===== config.mk =====
export PLATFORM = sky130hd
export DESIGN_NAME = pcf_recip
export DESIGN_NICKNAME = d
export VERILOG_FILES = /design/src/hw/rtl/particle_cube_fit_and_normalize_core_defines.svh /design/src/hw/rtl/pcf_pkg.sv /design/src/hw/rtl/pcf_recip.sv
export SDC_FILE = /design/constraint.sdc
export NUM_CORES = 1
export LEC_CHECK = 0
export BUFFER_PORTS_ARGS = -buffer_cell sky130_fd_sc_hd__buf_2
export CORE_UTILIZATION = 45
export CTS_CLUSTER_SIZE = 28
export DETAILED_ROUTE_END_ITERATION = 6
export PLACE_DENSITY = 0.77
export SLEW_MARGIN = 10
export SYNTH_ARGS = -nofsm -noshare
export SYNTH_HDL_FRONTEND = slang
export SYNTH_SLANG_ARGS = --single-unit
export TNS_END_PERCENT = 30

===== constraint.sdc =====
create_clock -name i_clk -period 3.4 [get_ports i_clk]
set_clock_uncertainty 0.2 [all_clocks]
set_input_delay 0.68 -clock i_clk [delete_from_list [all_inputs] [get_ports i_clk]]
set_output_delay 0.68 -clock i_clk [all_outputs]
set_load 0.01 [all_outputs]

===== src/hw/rtl/particle_cube_fit_and_normalize_core_defines.svh =====
// ---------------------------------------------------------------------------
// Assertion macros for the particle cube fit and normalize core
// Each macro expands to one labeled concurrent assertion on i_clk/i_rst_n.
// ---------------------------------------------------------------------------
`ifndef PARTICLE_CUBE_FIT_AND_NORMALIZE_CORE_DEFINES_SVH
`define PARTICLE_CUBE_FIT_AND_NORMALIZE_CORE_DEFINES_SVH

// Consequent checked in the same cycle as the antecedent
`define PCF_ASSERT_SAME(lbl, ante, cons, msg) \
    lbl: assert property (@(posedge i_clk) disable iff (!i_rst_n) (ante) |-> (cons)) \
        else $error(msg);

// Consequent checked in the cycle after the antecedent
`define PCF_ASSERT_NEXT(lbl, ante, cons, msg) \
    lbl: assert property (@(posedge i_clk) disable iff (!i_rst_n) (ante) |=> (cons)) \
        else $error(msg);

`endif


===== src/hw/rtl/pcf_pkg.sv =====
// ---------------------------------------------------------------------------
// pcf_pkg
// Shared constants, types and helpers of the particle cube fit core.
// ---------------------------------------------------------------------------
`timescale 1ns / 1ps

package pcf_pkg;

    localparam int POS_W       = 32;
    localparam int FRAC_BITS   = 16;
    localparam int SHRINK_W    = 17;
    localparam int CFG_IDX_W   = 3;
    localparam int RECIP_STEPS = FRAC_BITS + POS_W;
    localparam int RECIP_CNT_W = $clog2(RECIP_STEPS);

    localparam logic [SHRINK_W-1:0] SHRINK_ONE = 17'd65536;
    localparam logic [15:0]         HALF_Q16   = 16'd32768;
    localparam logic [15:0]         FACTOR_051 = 16'd33423;

    // A nonzero side at or below this saturates the reciprocal
    localparam logic [POS_W-2:0] RECIP_SAT_SIDE = (POS_W-1)'(1) << (FRAC_BITS - 1);
    localparam logic [POS_W-2:0] SIDE_MAX       = '1;

    // Register indexes
    localparam logic [CFG_IDX_W-1:0] CFG_SHRINK     = 3'd0;
    localparam logic [CFG_IDX_W-1:0] CFG_BOX_LOW_X  = 3'd1;
    localparam logic [CFG_IDX_W-1:0] CFG_BOX_LOW_Y  = 3'd2;
    localparam logic [CFG_IDX_W-1:0] CFG_BOX_LOW_Z  = 3'd3;
    localparam logic [CFG_IDX_W-1:0] CFG_BOX_HIGH_X = 3'd4;
    localparam logic [CFG_IDX_W-1:0] CFG_BOX_HIGH_Y = 3'd5;
    localparam logic [CFG_IDX_W-1:0] CFG_BOX_HIGH_Z = 3'd6;

    typedef enum logic [1:0] {
        K_ACCUM  = 2'd0,
        K_FINISH = 2'd1,
        K_NORM   = 2'd2,
        K_UNUSED = 2'd3
    } t_kind;

    typedef enum logic [1:0] {
        O_LOW  = 2'd0,
        O_HIGH = 2'd1,
        O_NORM = 2'd2
    } t_out_kind;

    typedef enum logic [3:0] {
        S_IDLE,
        S_FIN_SPAN,
        S_FIN_MUL,
        S_FIN_E,
        S_FIN_H,
        S_CORNER,
        S_EMIT_LO,
        S_EMIT_HI,
        S_RECIP,
        S_NORM_DIFF,
        S_NORM_MUL,
        S_NORM_OUT
    } t_back_state;

    typedef struct packed {
        t_kind                     kind;
        logic [2:0][POS_W-1:0]     pos;
    } t_item;

    typedef struct packed {
        logic             start;
        logic [POS_W-2:0] side;
    } t_recip_req;

    typedef struct packed {
        logic             done;
        logic [POS_W-1:0] recip;
    } t_recip_rsp;

    // Clamp a wide signed value into the position range
    function automatic logic [POS_W-1:0] pcf_sat(input logic signed [POS_W+2:0] v);
        logic signed [POS_W+2:0] hi;
        logic signed [POS_W+2:0] lo;
        hi = (POS_W+3)'({1'b0, {(POS_W-1){1'b1}}});
        lo = -hi - (POS_W+3)'(1);
        if (v > hi) begin
            return {1'b0, {(POS_W-1){1'b1}}};
        end else if (v < lo) begin
            return {1'b1, {(POS_W-1){1'b0}}};
        end
        return v[POS_W-1:0];
    endfunction

endpackage


===== src/hw/rtl/pcf_recip.sv =====
// ---------------------------------------------------------------------------
// pcf_recip
// Side reciprocal: restoring division of 2^(FRAC_BITS+31) by the side, one
// quotient bit per cycle, saturated to 32 bits.
// ---------------------------------------------------------------------------
`timescale 1ns / 1ps

module pcf_recip (
    input  logic                i_clk,
    input  logic                i_rst_n,
    input  pcf_pkg::t_recip_req i_req,
    output pcf_pkg::t_recip_rsp o_rsp
);
    import pcf_pkg::*;

    logic                   r_busy;
    logic                   r_done;
    logic [RECIP_CNT_W-1:0] r_cnt;
    logic [POS_W-2:0]       r_side;
    logic [POS_W-2:0]       r_rem;
    logic [POS_W-1:0]       r_quo;
    logic [POS_W-1:0]       w_trial;
    logic                   w_ge;

    // dividend is a single one at its top bit
    assign w_trial = {r_rem, (r_cnt == '0)};
    assign w_ge    = (w_trial >= {1'b0, r_side});

    always_ff @(posedge i_clk) begin
        if (!i_rst_n) begin
            r_busy <= 1'b0;
            r_done <= 1'b0;
            r_cnt  <= '0;
        end else begin
            r_done <= 1'b0;
            if (i_req.start) begin
                r_busy <= 1'b1;
                r_cnt  <= '0;
            end else if (r_busy) begin
                if (r_cnt == RECIP_CNT_W'(RECIP_STEPS - 1)) begin
                    r_busy <= 1'b0;
                    r_done <= 1'b1;
                end
                r_cnt <= r_cnt + RECIP_CNT_W'(1);
            end
        end
    end

    // remainder and quotient shift
    always_ff @(posedge i_clk) begin
        if (i_req.start) begin
            r_side <= i_req.side;
            r_rem  <= '0;
            r_quo  <= '0;
        end else if (r_busy) begin
            r_rem <= w_ge ? (w_trial[POS_W-2:0] - r_side) : w_trial[POS_W-2:0];
            r_quo <= {r_quo[POS_W-2:0], w_ge};
        end
    end

    // empty side gives zero, small side saturates
    always_comb begin
        o_rsp.done = r_done;
        if (r_side == '0) begin
            o_rsp.recip = '0;
        end else if (r_side <= RECIP_SAT_SIDE) begin
            o_rsp.recip = '1;
        end else begin
            o_rsp.recip = r_quo;
        end
    end

endmodule


==> results.cfg <==
[route]
avgRoutedWirePerCell_um = 13.68
firstDrtPassIters = 4
via_per_inst = 5.350
detail-route-antenna-nets = 0
drtIter0Drc = 245
vias = 5066
route.final.wire_length_um = 12950
drc = 0

[synthesis]
synth-seq-cells = 102
yosysSeqAreaShare_pct = 38.76
synth-main-ff-cell = dfxtp_1
synthesis.nets = 775
synthTopCellsByCount = nor2_1, dfxtp_1, a21oi_1, mux2i_1, inv_1
synth_top_area_cell = dfxtp_1
async_flop_share_pct = 0
avgSynthCellArea_um2 = 8.583
synth_edf_count = 31
ys_types = 64
syn_area_mm2 = 0.006068
synthTopCellsByArea = dfxtp_1, edfxtp_1, nor2_1
ys_warn_count = 0
syn_inst = 707
synth.most_common_cell = nor2_1
synth_top_area_share_pct = 23.42

[floorplan]
initial_core_util_pct = 46.01
rows = 42
die_w_um = 118.1
die_h_um = 118.1
core_area_mm2 = 0.01319
dieArea_mm2 = 0.01395
ios = 67

[hold_path]
min_path_cells = 2
hold_class = flip-flop to flip-flop

[run]
maxCapViolCount = 0

[placed_design]
dpl.cell_count = 930
io_buffer_count = 66
routabilityCongestion = 0.9174
place_hpwl_um = 9274

[layout]
drive_above_1_share_pct = 15.56
fillCellCount = 1207
final_cells = 947
fin_nets = 834
num_antenna_cells = 0
area_delta_synth_final_pct = 13.79
fin_util_pct = 52.35

[timing]
finalSetupTns_ns = 0
setup_viol = 0
drv_slew = 0
grt_setup_unrepaired = true
period_needed_ns = 3.201
max_slew_margin_pct = 55.06
hold_viol_final = 0
fmax_mhz = 312.4
finalCritPeriodShare_pct = 94.13
worstMarginPinSlew_ns = 0.6741

[pwr]
ir_drop_mv = 0.2320
p_leak_nw = 3.173
power_density_mw_per_mm2 = 423.2

[clock_tree]
cts_buffer_depth = 2
numCtsBuffers = 9
hold_buffers = 0
htree_levels = 3
clock_latency_ns = 0.35
cts_tree = built
clockRootBuffer = clkbuf_16
clk_pin_slew_ns = 0.08
cts_sinks = 102

[critical_path]
r2r_cells = 14
critPathMaxStageDelay_ns = 0.40
path_cells = nor4_2 > nand4_1 > a21oi_2 > buf_4 > nor2_1 > nor2_1 > buf_2
startpoint_type = flip-flop
end_kind = output port
crit_fanout = 32
arrival_ns = 2.32
required_ns = 2.52
cpMostUsedCell = nor2_1
cp_slowest_cell = edfxtp_1
critPathKind = flip-flop to output port

[grt]
grt_pass1_wl_um = 21850
grt_max_degree = 62
overflow = 0
grt_pass1_vias = 4703
antenna_found_initial = 0
gr-usage-all-layers_pct = 19.33

[status]
status = finished, final reports clean
-- cell usage in the layout, fill, tap and decap left out, types with 3 or more instances in the layout --
master and instances:
dfxtp_1 70, inv_1 40, o21bai_1 7, a31oi_1 5, nand3_1 10, nor2_1 160
xnor2_1 15, ha_1 33, mux2i_1 42, nor4_1 8, o22ai_1 3, nand2_1 35
buf_4 16, a21o_1 15, clkbuf_16 9, a21oi_2 3, nor4_2 3, o21ai_0 14
a21oi_1 52, and3_1 8, nor3_1 5, nand4_1 8, nor2b_1 8, o211ai_1 3
buf_2 65, nand2b_1 7, xor2_1 15, o21ai_1 3, edfxtp_1 31, a211oi_1 27
-- metal layers --
metal  up-vias  GRT usage (%)  wire [µm]  part of all wire (%)
met5         -              0          0                     0
met4         0          9.375        323                   2.5
met3        25          4.264        589                   4.5
met2       114          30.59       5921                    46
met1      2334          24.91       6119                    47
li1       2593              -          -                     -
-- worst max-delay path: cells and delay by family (launching register included) --
kind | cells | cell delay (ns)
flops | 1 | 0.40
buf+inv | 2 | 0.48
compound gates | 1 | 0.20
simple gates | 4 | 0.87
-- flip-flops by register name, indices dropped and copies added (netlist names) --
name    flops
r_quo      32
r_rem      31
r_cnt       6
r_busy      1
r_done      1
r_side     31
-- cells by family after synthesis --
group | Yosys count | synth area share, %
AO/OA/AOI/OAI | 155 | 17.20
XOR/XNOR | 30 | 4.330
adder cells (fa/ha/maj) | 34 | 7.134
buffers and inverters | 75 | 5.484
flip-flops | 102 | 38.76
multiplexers | 43 | 7.113
AND/OR/NAND/NOR | 268 | 19.98
-- what timing repair did --
action | 4_1_cts | 5_1_grt
gates resized for setup | 1 | 7
setup endpoints to repair | 1 | 56
buffers inserted | 0 | 1
pin swaps | 0 | 2
-- through the flow --
stage / setup WS (ns) / cell area (µm²) / power, mW / hold WS [ns]
global placement: 0.1136 / 6584 / 1.956 / 0.2743
floorplan: 0.2057 / 6068 / 1.819 / 0.2575
global route: -0.02812 / 6905 / 3.074 / 0.2792
detailed placement: 0.02723 / 6584 / 1.958 / 0.2755
CTS: 0.04252 / 6869 / 2.949 / 0.2746
finish: 0.1995 / 6905 / 2.923 / 0.2847
-- where the power goes --
part | switching, mW | internal [mW] | total [mW]
Clock | 0.472 | 0.509 | 0.982
Sequential | 0.0518 | 1.31 | 1.36
Combinational | 0.328 | 0.249 | 0.577
-- layout make-up --
cell class / instances / area, µm² / share of cell area [%]
Clock buffer: 10 / 229.0 / 3.316
Clock inverter: 6 / 50.05 / 0.7248
Inverter: 40 / 150.1 / 2.174
Multi-Input combinational cell: 530 / 3420 / 49.52
Sequential cell: 102 / 2356 / 34.12
Tap cell: 176 / 220.2 / 3.189
Timing Repair Buffer: 83 / 480.5 / 6.958
-- worst paths after layout --
check	startpoint	endpoint	slack, ns
max	r_side[8]	o_rsp[0]	0.20
min	r_rem[14]	r_rem[14]	0.28
max reg2reg	r_cnt[3]	r_rem[7]	0.20
min reg2reg	r_rem[14]	r_rem[14]	0.28
No activity file was read; power rests on OpenSTA's default activity.
