### src/hw/rtl/particle_cube_fit_and_normalize_core_defines.svh
// ---------------------------------------------------------------------------
// Assertion macros for the particle cube fit and normalize core
// Each macro expands to one labeled concurrent assertion on i_clk/i_rst_n.
// ---------------------------------------------------------------------------
`ifndef PARTICLE_CUBE_FIT_AND_NORMALIZE_CORE_DEFINES_SVH
`define PARTICLE_CUBE_FIT_AND_NORMALIZE_CORE_DEFINES_SVH

// Consequent checked in the same cycle as the antecedent
`define PCF_ASSERT_SAME(lbl, ante, cons, msg) \
    lbl: assert property (@(posedge i_clk) disable iff (!i_rst_n) (ante) |-> (cons)) \
        else $error(msg);

// Consequent checked in the cycle after the antecedent
`define PCF_ASSERT_NEXT(lbl, ante, cons, msg) \
    lbl: assert property (@(posedge i_clk) disable iff (!i_rst_n) (ante) |=> (cons)) \
        else $error(msg);

`endif

### src/hw/rtl/pcf_pkg.sv
// ---------------------------------------------------------------------------
// pcf_pkg
// Shared constants, types and helpers of the particle cube fit core.
// ---------------------------------------------------------------------------
`timescale 1ns / 1ps

package pcf_pkg;

    localparam int POS_W       = 32;
    localparam int FRAC_BITS   = 16;
    localparam int SHRINK_W    = 17;
    localparam int CFG_IDX_W   = 3;
    localparam int RECIP_STEPS = FRAC_BITS + POS_W;
    localparam int RECIP_CNT_W = $clog2(RECIP_STEPS);

    localparam logic [SHRINK_W-1:0] SHRINK_ONE = 17'd65536;
    localparam logic [15:0]         HALF_Q16   = 16'd32768;
    localparam logic [15:0]         FACTOR_051 = 16'd33423;

    // A nonzero side at or below this saturates the reciprocal
    localparam logic [POS_W-2:0] RECIP_SAT_SIDE = (POS_W-1)'(1) << (FRAC_BITS - 1);
    localparam logic [POS_W-2:0] SIDE_MAX       = '1;

    // Register indexes
    localparam logic [CFG_IDX_W-1:0] CFG_SHRINK     = 3'd0;
    localparam logic [CFG_IDX_W-1:0] CFG_BOX_LOW_X  = 3'd1;
    localparam logic [CFG_IDX_W-1:0] CFG_BOX_LOW_Y  = 3'd2;
    localparam logic [CFG_IDX_W-1:0] CFG_BOX_LOW_Z  = 3'd3;
    localparam logic [CFG_IDX_W-1:0] CFG_BOX_HIGH_X = 3'd4;
    localparam logic [CFG_IDX_W-1:0] CFG_BOX_HIGH_Y = 3'd5;
    localparam logic [CFG_IDX_W-1:0] CFG_BOX_HIGH_Z = 3'd6;

    typedef enum logic [1:0] {
        K_ACCUM  = 2'd0,
        K_FINISH = 2'd1,
        K_NORM   = 2'd2,
        K_UNUSED = 2'd3
    } t_kind;

    typedef enum logic [1:0] {
        O_LOW  = 2'd0,
        O_HIGH = 2'd1,
        O_NORM = 2'd2
    } t_out_kind;

    typedef enum logic [3:0] {
        S_IDLE,
        S_FIN_SPAN,
        S_FIN_MUL,
        S_FIN_E,
        S_FIN_H,
        S_CORNER,
        S_EMIT_LO,
        S_EMIT_HI,
        S_RECIP,
        S_NORM_DIFF,
        S_NORM_MUL,
        S_NORM_OUT
    } t_back_state;

    typedef struct packed {
        t_kind                     kind;
        logic [2:0][POS_W-1:0]     pos;
    } t_item;

    typedef struct packed {
        logic             start;
        logic [POS_W-2:0] side;
    } t_recip_req;

    typedef struct packed {
        logic             done;
        logic [POS_W-1:0] recip;
    } t_recip_rsp;

    // Clamp a wide signed value into the position range
    function automatic logic [POS_W-1:0] pcf_sat(input logic signed [POS_W+2:0] v);
        logic signed [POS_W+2:0] hi;
        logic signed [POS_W+2:0] lo;
        hi = (POS_W+3)'({1'b0, {(POS_W-1){1'b1}}});
        lo = -hi - (POS_W+3)'(1);
        if (v > hi) begin
            return {1'b0, {(POS_W-1){1'b1}}};
        end else if (v < lo) begin
            return {1'b1, {(POS_W-1){1'b0}}};
        end
        return v[POS_W-1:0];
    endfunction

endpackage

### src/hw/rtl/pcf_front.sv
// ---------------------------------------------------------------------------
// pcf_front
// Input side: accepts items, drops unused kinds, and queues the rest in a
// two-entry queue for the back end.
// ---------------------------------------------------------------------------
`timescale 1ns / 1ps
`include "particle_cube_fit_and_normalize_core_defines.svh"

module pcf_front (
    input  logic                      i_clk,
    input  logic                      i_rst_n,
    input  logic                      i_valid,
    output logic                      o_ready,
    input  logic [1:0]                i_kind,
    input  logic [pcf_pkg::POS_W-1:0] i_pos_x,
    input  logic [pcf_pkg::POS_W-1:0] i_pos_y,
    input  logic [pcf_pkg::POS_W-1:0] i_pos_z,
    output logic                      o_item_valid,
    output pcf_pkg::t_item            o_item,
    input  logic                      i_pop
);
    import pcf_pkg::*;

    t_item       r_mem [2];
    logic        r_wptr;
    logic        r_rptr;
    logic [1:0]  r_count;
    logic        w_push;
    t_item       w_in;

    assign o_ready      = (r_count != 2'd2);
    assign w_in.kind    = t_kind'(i_kind);
    assign w_in.pos     = {i_pos_z, i_pos_y, i_pos_x};
    // unused kind is taken and discarded
    assign w_push       = i_valid && o_ready && (w_in.kind != K_UNUSED);
    assign o_item_valid = (r_count != 2'd0);
    assign o_item       = r_mem[r_rptr];

    // queue pointers and fill count
    always_ff @(posedge i_clk) begin
        if (!i_rst_n) begin
            r_wptr  <= 1'b0;
            r_rptr  <= 1'b0;
            r_count <= 2'd0;
        end else begin
            if (w_push) begin
                r_wptr <= ~r_wptr;
            end
            if (i_pop) begin
                r_rptr <= ~r_rptr;
            end
            if (w_push && !i_pop) begin
                r_count <= r_count + 2'd1;
            end else if (!w_push && i_pop) begin
                r_count <= r_count - 2'd1;
            end
        end
    end

    // queue storage
    always_ff @(posedge i_clk) begin
        if (w_push) begin
            r_mem[r_wptr] <= w_in;
        end
    end

    `PCF_ASSERT_SAME(a_count_range, 1'b1, r_count != 2'd3, "queue count out of range")
    `PCF_ASSERT_SAME(a_pop_nonempty, i_pop, r_count != 2'd0, "pop from empty queue")
    `PCF_ASSERT_SAME(a_full_not_ready, r_count == 2'd2, !o_ready, "ready while queue full")

endmodule

### config.mk
export PLATFORM = sky130hd
export DESIGN_NAME = pcf_front
export DESIGN_NICKNAME = d
export VERILOG_FILES = /design/src/hw/rtl/pcf_pkg.sv /design/src/hw/rtl/pcf_front.sv
export VERILOG_INCLUDE_DIRS = /design/src /design/src/hw/rtl
export SDC_FILE = /design/constraint.sdc
export NUM_CORES = 1
export LEC_CHECK = 0
export BUFFER_PORTS_ARGS = -buffer_cell sky130_fd_sc_hd__buf_2
export CORE_MARGIN = 2
export CORE_UTILIZATION = 47
export CTS_CLUSTER_DIAMETER = 120
export DETAILED_ROUTE_END_ITERATION = 8
export GPL_TIMING_DRIVEN = 0
export HOLD_SLACK_MARGIN = 0.06
export PLACE_DENSITY = 0.85
export SLEW_MARGIN = 20
export SYNTH_ARGS = -nofsm -noshare
export SYNTH_HDL_FRONTEND = slang
export SYNTH_SLANG_ARGS = --single-unit
### constraint.sdc
create_clock -name i_clk -period 5.7 [get_ports i_clk]
set_clock_uncertainty 0.15 [all_clocks]
set_input_delay 0.57 -clock i_clk [delete_from_list [all_inputs] [get_ports i_clk]]
set_output_delay 0.57 -clock i_clk [all_outputs]
set_load 0.02 [all_outputs]
==> impl_metrics.env <==
export IMPL_status="complete, no violations"
export IMPL_seqCellArea_mm2=0.00599
export IMPL_hold_buffers=0
export IMPL_synth_top_cell_area_share_pct=79.8
export IMPL_firstDrtPassIters=4
export IMPL_maxCapViolations=0
export IMPL_synth_compound_area_share_pct=0.170
export IMPL_dieArea_mm2=0.0167
export IMPL_hpwlAfterDp_mm=9.16
export IMPL_multi_input_area_mm2=0.00132
export IMPL_cts_tree="built"
export IMPL_dpl_worst_slack_ns=3.18
export IMPL_p_per_area_mw_per_mm2=385
export IMPL_layout_setup_ws_ns=3.18
export IMPL_clock_tree_root_cell="clkbuf_16"
export IMPL_clock_latency_ns=0.48
export IMPL_switching_share_pct=23.2
export IMPL_wire_per_inst_um=17.0
export IMPL_cp_start_kind="flip-flop"
export IMPL_p_switching_mw=0.844
export IMPL_period_needed_ns=2.52
export IMPL_grt_antenna_before_repair=1
export IMPL_yosysTopAreaCell="edfxtp_1"
export IMPL_critPathKind="flip-flop to primary output"
export IMPL_min_path_type="primary input to flip-flop"
export IMPL_start_util_pct=48.4
export IMPL_rsz0062_at_grt="false"
export IMPL_slew_headroom_pct=56.6
export IMPL_yosys_area_share_simple_pct=0.949
export IMPL_p_comb_share_pct=14.8
export IMPL_grt_overflow=0
export IMPL_final_nets=662
export IMPL_required_ns=4.98
export IMPL_synth_edf_count=196
export IMPL_routed_wl_mm=13.3
export IMPL_ys_ff_latch=201
export IMPL_port_buffers=201
export IMPL_clkPwrFrac_pct=36.0
export IMPL_ir_drop_mv=0.228
export IMPL_drive_above_1_share_pct=60.4
export IMPL_drc=0
export IMPL_cp_end_kind="primary output"
export IMPL_synthesis_nets=433
export IMPL_worstPathArrival_ns=1.80
export IMPL_die_h_um=129
export IMPL_grt_total_usage_pct=15.3
export IMPL_cts_sinks=201
export IMPL_post_cts_resized=0
export IMPL_fin_crit_sh_pct=44.2
export IMPL_hold_violations=0
export IMPL_vias_per_cell=4.89
export IMPL_power_internal_mw=2.80
export IMPL_worstPathMaxFanout=10
export IMPL_netlist_top_cells_area="edfxtp_1 80%, mux2_2 12%, mux2_4 4.1%"
export IMPL_netlist_area_mm2=0.00738
export IMPL_clkSlewWorstSetupHoldPaths_ns=0.06
export IMPL_synth_top_family_by_area="multiplexers"
export IMPL_ys_warn_count=0
export IMPL_grt_first_pass_wirelength_mm=20.0
export IMPL_tightest_slew_ns=0.651
export IMPL_synthAdderAreaFrac_pct=0.170
export IMPL_p_leak_nw=3.60
export IMPL_grt_pass1_vias=3966
export IMPL_fmax_mhz=397
export IMPL_ios=202
export IMPL_core_mm2=0.0153
export IMPL_muxShareOfSynthArea_pct=16.1
export IMPL_rows=45
export IMPL_setup_tns_ns=0
export IMPL_post_cts_buffers=0
export IMPL_die_w_um=129
export IMPL_slew_viol_final=0
export IMPL_synth_avg_cell_area_um2=22.4
export IMPL_drtAntennaViolNets=0
export IMPL_ys_flop_type="edfxtp_1"
export IMPL_cts_max_path_buffers=3
export IMPL_setup_viol=0
export IMPL_nFillCells=1077
export IMPL_place_congestion=0.706
export IMPL_synthCells=330
export IMPL_numCtsBuffers=21
export IMPL_dr_first_iter_drc_count=194
export IMPL_synth_xor_area_share_pct=0.356
export IMPL_h_tree_depth=1
export IMPL_vias=3826
export IMPL_ys_seq_area_share_pct=81.1
export IMPL_area_growth_pct=28.1
export IMPL_ys_types=20
export IMPL_async_flop_share_pct=0
export IMPL_synth_most_common_cell="edfxtp_1"
export IMPL_yosys_top_cells_count="196 x edfxtp_1, 78 x mux2_2, 20 x mux2_4"
export IMPL_grt_max_degree=55
export IMPL_seqPwrFrac_pct=49.2
## per-layer routing
metal  share of wire (%)  vias to the layer above  GRT usage [%]
li1                    -                     1771              -
met1                  39                     1874           18.1
met3                 9.2                       31           5.04
met4                 2.4                        0           4.60
met2                  50                      150           26.8
met5                   0                        -              0
## power by group through the flow
stage / clock (mW) / sequential (mW) / combinational, mW
2_1_floorplan: 0 / 1.82 / 0.338
3_5_place_dp: 0 / 1.82 / 0.547
3_3_place_gp: 0 / 1.83 / 0.499
6_report: 1.31 / 1.79 / 0.540
4_1_cts: 1.35 / 1.79 / 0.549
5_1_grt: 1.40 / 1.80 / 0.577
## cells in the final DEF, fill, tap and decap left out, drive strengths merged
cell / instances
a21boi: 1
and2: 4
and3: 1
buf: 217
bufinv: 3
clkbuf: 25
clkinv: 7
dfxtp: 5
diode: 1
edfxtp: 196
ha: 1
inv: 1
mux2: 98
mux2i: 1
nand2: 2
nand2b: 2
nor2b: 1
o21ai: 1
or2: 1
or3: 1
xnor2: 1
xor2: 2
## kinds of logic (layout without fill, tap and decap cells)
family,Yosys count,count (layout)
compound gates,2,2
xor+xnor,3,3
fa+ha+maj,1,1
buf+inv,12,253
flops,201,201
mux,99,99
other cells,0,1
simple gates,12,12
## flip-flops by register name, indices dropped and copies added (netlist names), named ones only
signal,cells
r_mem,196
r_count,2
r_rptr,1
r_wptr,1
## path summary, 6_finish.rpt
kind	from	to	slack (ns)	cells past startpoint
max reg2reg	r_count[0]	r_mem[0][65]	3.44	5
min	i_pos_x[30]	r_mem[1][30]	0.13	1
min reg2reg	r_count[1]	r_count[1]	0.37	2
max	flip-flop	o_item[74]	3.18	5
## per-stage QoR
step / total power [mW] / cell area [um^2] / std cells / utilization, % / hold WS (ns)
2_1_floorplan: 2.16 / 7380 / 330 / - / 0.312
3_3_place_gp: 2.33 / 8650 / 742 / 56.7 / 0.322
3_5_place_dp: 2.37 / 8790 / 747 / 57.6 / 0.357
4_1_cts: 3.69 / 9450 / 782 / 61.9 / 0.106
5_1_grt: 3.78 / 9450 / 782 / 61.9 / 0.112
6_report: 3.64 / 9450 / 783 / 62.0 / 0.128
## layout make-up
| class | instances | share of cell area [%] |
|---|---|---|
| Sequential cell | 201 | 63.3 |
| Multi-Input combinational cell | 117 | 14.0 |
| Timing Repair Buffer | 206 | 12.0 |
| Clock buffer | 25 | 5.72 |
| Tap cell | 211 | 2.79 |
| Clock inverter | 10 | 1.27 |
| Buffer | 11 | 0.847 |
| Inverter | 1 | 0.0397 |
| Antenna cell | 1 | 0.0265 |
## critical path: stages (launching register included)
cell     delay [ns]
dfxtp_1        0.33
buf_6          0.15
buf_6          0.17
buf_6          0.19
mux2_4         0.32
buf_2          0.16
Power figures use the tool's default switching activity.
